--- src/hw/rtl/optimizer_weight_update_unit_macros.svh ---
// Assertion macros used by the top-level file to check its own logic.
`ifndef OPTIMIZER_WEIGHT_UPDATE_UNIT_MACROS_SVH
`define OPTIMIZER_WEIGHT_UPDATE_UNIT_MACROS_SVH

// The condition must hold in the same cycle as the trigger.
`define OWU_ASSERT_IMPLY(lbl, ante, cons, msg) \
    lbl: assert property (@(posedge clk) disable iff (!rst_n) (ante) |-> (cons)) \
        else $error(msg);

// The condition must hold in the cycle after the trigger.
`define OWU_ASSERT_NEXT(lbl, ante, cons, msg) \
    lbl: assert property (@(posedge clk) disable iff (!rst_n) (ante) |=> (cons)) \
        else $error(msg);

`endif

--- src/hw/rtl/owu_pkg.sv ---
`timescale 1ns / 1ps

package owu_pkg;

    localparam int WORD_BITS = 32;
    localparam int FRAC_BITS = 16;
    localparam int PROD_BITS = 2 * WORD_BITS;
    localparam int RATE_BITS = 31;
    localparam int MF_BITS   = 17;

    localparam int CFG_IDX_BITS  = 3;
    localparam int CFG_DATA_BITS = 32;

    localparam int MIDQ_DEPTH    = 4;
    localparam int MIDQ_PTR_BITS = $clog2(MIDQ_DEPTH);
    localparam int MIDQ_CNT_BITS = $clog2(MIDQ_DEPTH + 1);

    typedef logic signed [WORD_BITS-1:0] word_t;
    typedef logic signed [PROD_BITS-1:0] prod_t;

    localparam word_t WORD_MAX = {1'b0, {(WORD_BITS-1){1'b1}}};
    localparam word_t WORD_MIN = {1'b1, {(WORD_BITS-1){1'b0}}};
    localparam word_t ONE_FX   = {{(WORD_BITS-FRAC_BITS-1){1'b0}}, 1'b1, {FRAC_BITS{1'b0}}};

    typedef enum logic [1:0] {
        MODE_SGD      = 2'd0,
        MODE_NESTEROV = 2'd1,
        MODE_ADAGRAD  = 2'd2,
        MODE_RMSPROP  = 2'd3
    } mode_t;

    localparam logic [CFG_IDX_BITS-1:0] CFG_MODE       = 3'd0;
    localparam logic [CFG_IDX_BITS-1:0] CFG_LEARN_RATE = 3'd1;
    localparam logic [CFG_IDX_BITS-1:0] CFG_DECAY      = 3'd2;
    localparam logic [CFG_IDX_BITS-1:0] CFG_MOMENTUM   = 3'd3;
    localparam logic [CFG_IDX_BITS-1:0] CFG_RHO        = 3'd4;
    localparam logic [CFG_IDX_BITS-1:0] CFG_DELTA      = 3'd5;
    localparam logic [CFG_IDX_BITS-1:0] CFG_GRAD_FLOOR = 3'd6;
    localparam logic [CFG_IDX_BITS-1:0] CFG_GRAD_CEIL  = 3'd7;

    typedef struct packed {
        mode_t                mode;
        logic [RATE_BITS-1:0] learn_rate;
        logic [RATE_BITS-1:0] decay_weight;
        logic [MF_BITS-1:0]   momentum_factor;
        logic [MF_BITS-1:0]   rho_factor;
        logic [RATE_BITS-1:0] delta_term;
        word_t                grad_floor;
        word_t                grad_ceil;
    } cfg_t;

    typedef struct packed {
        word_t weight_in;
        word_t gradient_in;
        word_t history_in;
        word_t scale_in;
    } in_item_t;

    typedef struct packed {
        word_t weight_out;
        word_t history_out;
    } out_item_t;

    // Item after gradient preprocessing, tagged with the update rule it takes.
    typedef struct packed {
        mode_t mode;
        word_t w;
        word_t g;
        word_t h;
    } mid_item_t;

    typedef struct packed {
        logic [MIDQ_CNT_BITS-1:0] count;
    } midq_status_t;

    typedef struct packed {
        logic adv;
        logic oq_full;
    } bk_status_t;

    function automatic word_t add_sat(input word_t a, input word_t b);
        logic signed [WORD_BITS:0] s;
        s = {a[WORD_BITS-1], a} + {b[WORD_BITS-1], b};
        if (s[WORD_BITS] != s[WORD_BITS-1])
            return s[WORD_BITS] ? WORD_MIN : WORD_MAX;
        return s[WORD_BITS-1:0];
    endfunction

    function automatic word_t sub_sat(input word_t a, input word_t b);
        logic signed [WORD_BITS:0] s;
        s = {a[WORD_BITS-1], a} - {b[WORD_BITS-1], b};
        if (s[WORD_BITS] != s[WORD_BITS-1])
            return s[WORD_BITS] ? WORD_MIN : WORD_MAX;
        return s[WORD_BITS-1:0];
    endfunction

    // Round half up, drop the fraction toward minus infinity, saturate.
    function automatic word_t fx_round(input prod_t p);
        logic signed [PROD_BITS:0]           t;
        logic signed [PROD_BITS-FRAC_BITS:0] s;
        logic [PROD_BITS-FRAC_BITS-WORD_BITS+1:0] hi;
        t  = {p[PROD_BITS-1], p}
           + {{(PROD_BITS+1-FRAC_BITS){1'b0}}, 1'b1, {(FRAC_BITS-1){1'b0}}};
        s  = t[PROD_BITS:FRAC_BITS];
        hi = s[PROD_BITS-FRAC_BITS:WORD_BITS-1];
        if ((&hi) || !(|hi))
            return s[WORD_BITS-1:0];
        return s[PROD_BITS-FRAC_BITS] ? WORD_MIN : WORD_MAX;
    endfunction

endpackage

--- src/hw/rtl/owu_midq.sv ---
`timescale 1ns / 1ps

module owu_midq
    import owu_pkg::*;
(
    input  logic         clk,
    input  logic         rst_n,
    input  logic         push,
    input  mid_item_t    wdata,
    input  logic         pop,
    output logic         nonempty,
    output mid_item_t    rdata,
    output midq_status_t status
);

    mid_item_t                q_reg [MIDQ_DEPTH];
    logic [MIDQ_PTR_BITS-1:0] wr_ptr_reg;
    logic [MIDQ_PTR_BITS-1:0] rd_ptr_reg;
    logic [MIDQ_CNT_BITS-1:0] cnt_reg, cnt_next;

    always_comb
    begin
        case ({push, pop})
            2'b10:   cnt_next = cnt_reg + 1'b1;
            2'b01:   cnt_next = cnt_reg - 1'b1;
            default: cnt_next = cnt_reg;
        endcase
    end

    always_ff @(posedge clk or negedge rst_n)
    begin
        if (!rst_n)
        begin
            wr_ptr_reg <= '0;
            rd_ptr_reg <= '0;
            cnt_reg    <= '0;
        end
        else
        begin
            if (push)
                wr_ptr_reg <= wr_ptr_reg + 1'b1;
            if (pop)
                rd_ptr_reg <= rd_ptr_reg + 1'b1;
            cnt_reg <= cnt_next;
        end
    end

    always_ff @(posedge clk)
    begin
        if (push)
            q_reg[wr_ptr_reg] <= wdata;
    end

    assign nonempty     = (cnt_reg != '0);
    assign rdata        = q_reg[rd_ptr_reg];
    assign status.count = cnt_reg;

endmodule

--- config.mk ---
export PLATFORM = sky130hd
export DESIGN_NAME = owu_midq
export DESIGN_NICKNAME = d
export VERILOG_FILES = /design/src/hw/rtl/optimizer_weight_update_unit_macros.svh /design/src/hw/rtl/owu_pkg.sv /design/src/hw/rtl/owu_midq.sv
export SDC_FILE = /design/constraint.sdc
export NUM_CORES = 1
export LEC_CHECK = 0
export ABC_CLOCK_PERIOD_IN_PS = 8600
export BUFFER_PORTS_ARGS = -buffer_cell sky130_fd_sc_hd__clkbuf_2
export CAP_MARGIN = 40
export CORE_MARGIN = 1.5
export CORE_UTILIZATION = 60
export DETAILED_ROUTE_END_ITERATION = 10
export PLACE_DENSITY = 0.83
export SLEW_MARGIN = 20
export SYNTH_ARGS = -nofsm -noshare
export SYNTH_HDL_FRONTEND = slang
export SYNTH_SLANG_ARGS = --single-unit
--- constraint.sdc ---
create_clock -name clk -period 8.6 [get_ports clk]
set_clock_uncertainty 0.15 [all_clocks]
set_input_delay 1.72 -clock clk [delete_from_list [all_inputs] [get_ports clk]]
set_output_delay 1.72 -clock clk [all_outputs]
set_load 0.03 [all_outputs]
==> flow_summary.ini <==
[place]
routabilityCongestion = 0.720
hpwl_um = 16200
place_area_um2 = 15900
port_buffers = 203
dp_slack_ns = 4.29

[critical_path]
critPathTopFamily = buffers and inverters
reg2reg_depth = 4
crit_chain = buf_4 > buf_12 > mux4_2 > clkbuf_2
path_buf_inv = 3
rrSetupSlack_ns = 5.97
end_kind = primary output
cp.required_ns = 6.73
arrival_ns = 2.89
r2r_end = q_reg[1][71]$_DFFE_PP_
crit_fanout = 27
worstReg2RegStart = wr_ptr_reg[1]$_DFFE_PN0P_
cpMaxStageDelayCell = dfrtp_4
cpPeakStageDelay_ns = 0.77
critical_path_class = flip-flop to primary output
start_kind = flip-flop

[timing]
tns_ns = 0
max_freq_mhz = 210
rsz0062_at_grt = false
hold_viol = 0
fin_crit_sh = 0.553
finalSetupViolCount = 0
finalWorstSetupSlack_ns = 3.84
worstMarginPinSlew_ns = 0.841
layout_min_cycle_time_ns = 4.76
max_slew_margin = 0.439
drv_slew = 0

[cts]
insertion_delay_ns = 0.52
cts_sinks = 399
h-tree-depth = 2
cts_setup_buffers = 0
path_clk_slew_ns = 0.06
cts_buffer_depth = 3
cts_tree = built
hold_buffers = 0
cts-buffers-inserted = 40
root_buffer = clkbuf_16
post_cts_resized = 0

[synth]
synth.distinct_cells = 18
syn_area_per_cell_um2 = 26.8
ys_ff_latch = 399
ys_top_cells_by_count = 392 x edfxtp_1, 98 x mux4_2, 10 x buf_12, 10 x buf_2, 7 x dfrtp_1
seq_area_frac_synth = 0.816
synth.most_common_cell = edfxtp_1
yosysTopAreaCell = edfxtp_1
ys_warn_count = 0
synth_area_leaders = edfxtp_1 80%, mux4_2 15%, buf_12 1.4%
syn_inst = 547
synth_edf_count = 392
syn_area_um2 = 14600
syn_nets = 655
ys.flop_type = edfxtp_1
synth_top_area_frac = 0.804
async_reset_ff_frac = 0.0175

[min_path]
min_path_type = flip-flop to flip-flop
min-delay-start = status[2]$_DFFE_PN0P_
min_delay_path_depth = 1
hold_end = status[2]$_DFFE_PN0P_

[drt]
post-route-drc-count = 0
ant_nets = 0
wl_um = 26400
via_per_inst = 5.79
wl_per_cell_um = 23.4
initialDrtViolationCount = 512
drt-pass1-iter-count = 5
vias = 6542

[global_route]
grt_pass1_vias = 7186
antenna_found_initial = 1
grt_pass1_wl_um = 41000
grt_use_total = 0.216
grt_max_degree = 56
grt.overflow.total = 0

[pwr]
peakVddDrop_uv = 280
p_leak_uw = 0.00594
power_density_nw_per_um2 = 373

[flow_run]
cap_violations = 0

[final_layout]
nets = 888
utilization = 0.724
seq_area_um2 = 12000
synthToLayoutAreaGrowth_pct = 17.2
largest_reg_flops = 392
drive_above_1_share = 0.458
finalInstanceArea_um2 = 17200
multi_input_comb_area_um2 = 2410
n_fill_cell = 1362

[die]
start_util = 0.618
ios = 204
die_w_um = 159
die_h_um = 159
die_area_um2 = 25300
core_area_um2 = 23700
rows = 56

[status]
status = completed
[how the worst max path moves through the flow]
stage | slack [ns] | start | cells past startpoint | to
finish | 3.84 | rd_ptr_reg[0]$_DFFE_PN0P_ | 4 | rdata[21]
global route | 3.62 | rd_ptr_reg[0]$_DFFE_PN0P_ | 4 | rdata[21]
CTS | 3.74 | rd_ptr_reg[0]$_DFFE_PN0P_ | 4 | rdata[19]
detailed placement | 4.29 | rd_ptr_reg[0]$_DFFE_PN0P_ | 4 | rdata[26]
global placement | 3.74 | rd_ptr_reg[0]$_DFFE_PN0P_ | 3 | rdata[17]
floorplan | 4.00 | push | 1 | q_reg[0][0]$_DFFE_PP_
[power by group]
group          leakage (uW)  switching, uW  total [uW]  internal [uW]
clock              0.000591            667        1580            916
combinational       0.00167           1320        2090            763
sequential          0.00368            176        2720           2550
total               0.00594           2160        6390           4230
[final cells by class]
cell class,count,area share
antenna,1,0.000146
clock buffer,54,0.0632
clock inverter,18,0.00686
inverter,6,0.00131
multi-input combinational,120,0.140
sequential,399,0.697
tap,319,0.0233
timing repair buffer,213,0.0678
[logic make-up after synthesis]
group	share of synthesized area
AND/OR/NAND/NOR	0.00291
flip-flops	0.816
adder cells (fa/ha/maj)	0.00564
XOR/XNOR	0.00359
buffers and inverters	0.0199
AO/OA/AOI/OAI	0.000342
multiplexers	0.151
[layer usage]
layer  GRT usage  vias up  routed length [um]
li1            -     2833                   -
met1       0.277     3368                9910
met2       0.366      289               13800
met3      0.0578       52                2100
met4      0.0630        0                 652
met5           0        -                   0
[metrics by stage]
stage | std cells | hold WS (ns) | power, uW
floorplan | 547 | 0.341 | 4360
global placement | 1053 | 0.320 | 4770
detailed placement | 1055 | 0.329 | 4870
CTS | 1127 | 0.339 | 6450
global route | 1130 | 0.347 | 6650
finish | 1130 | 0.336 | 6390
[cells in the final DEF (no fill, tap or decap), drive strengths merged]
cell,netlist,layout
and2,4,4
clkinvlp,0,1
clkbuf,0,257
inv,6,8
xor2,4,4
bufinv,0,1
dfrtp,7,7
mux2i,1,1
nor2,1,1
xnor2,2,2
nand2,2,2
clkinv,0,14
fa,1,1
buf,22,10
o21ai,1,1
mux4,98,98
diode,0,1
or3,1,1
ha,5,5
edfxtp,392,392
(Power assumes the default switching activity.)
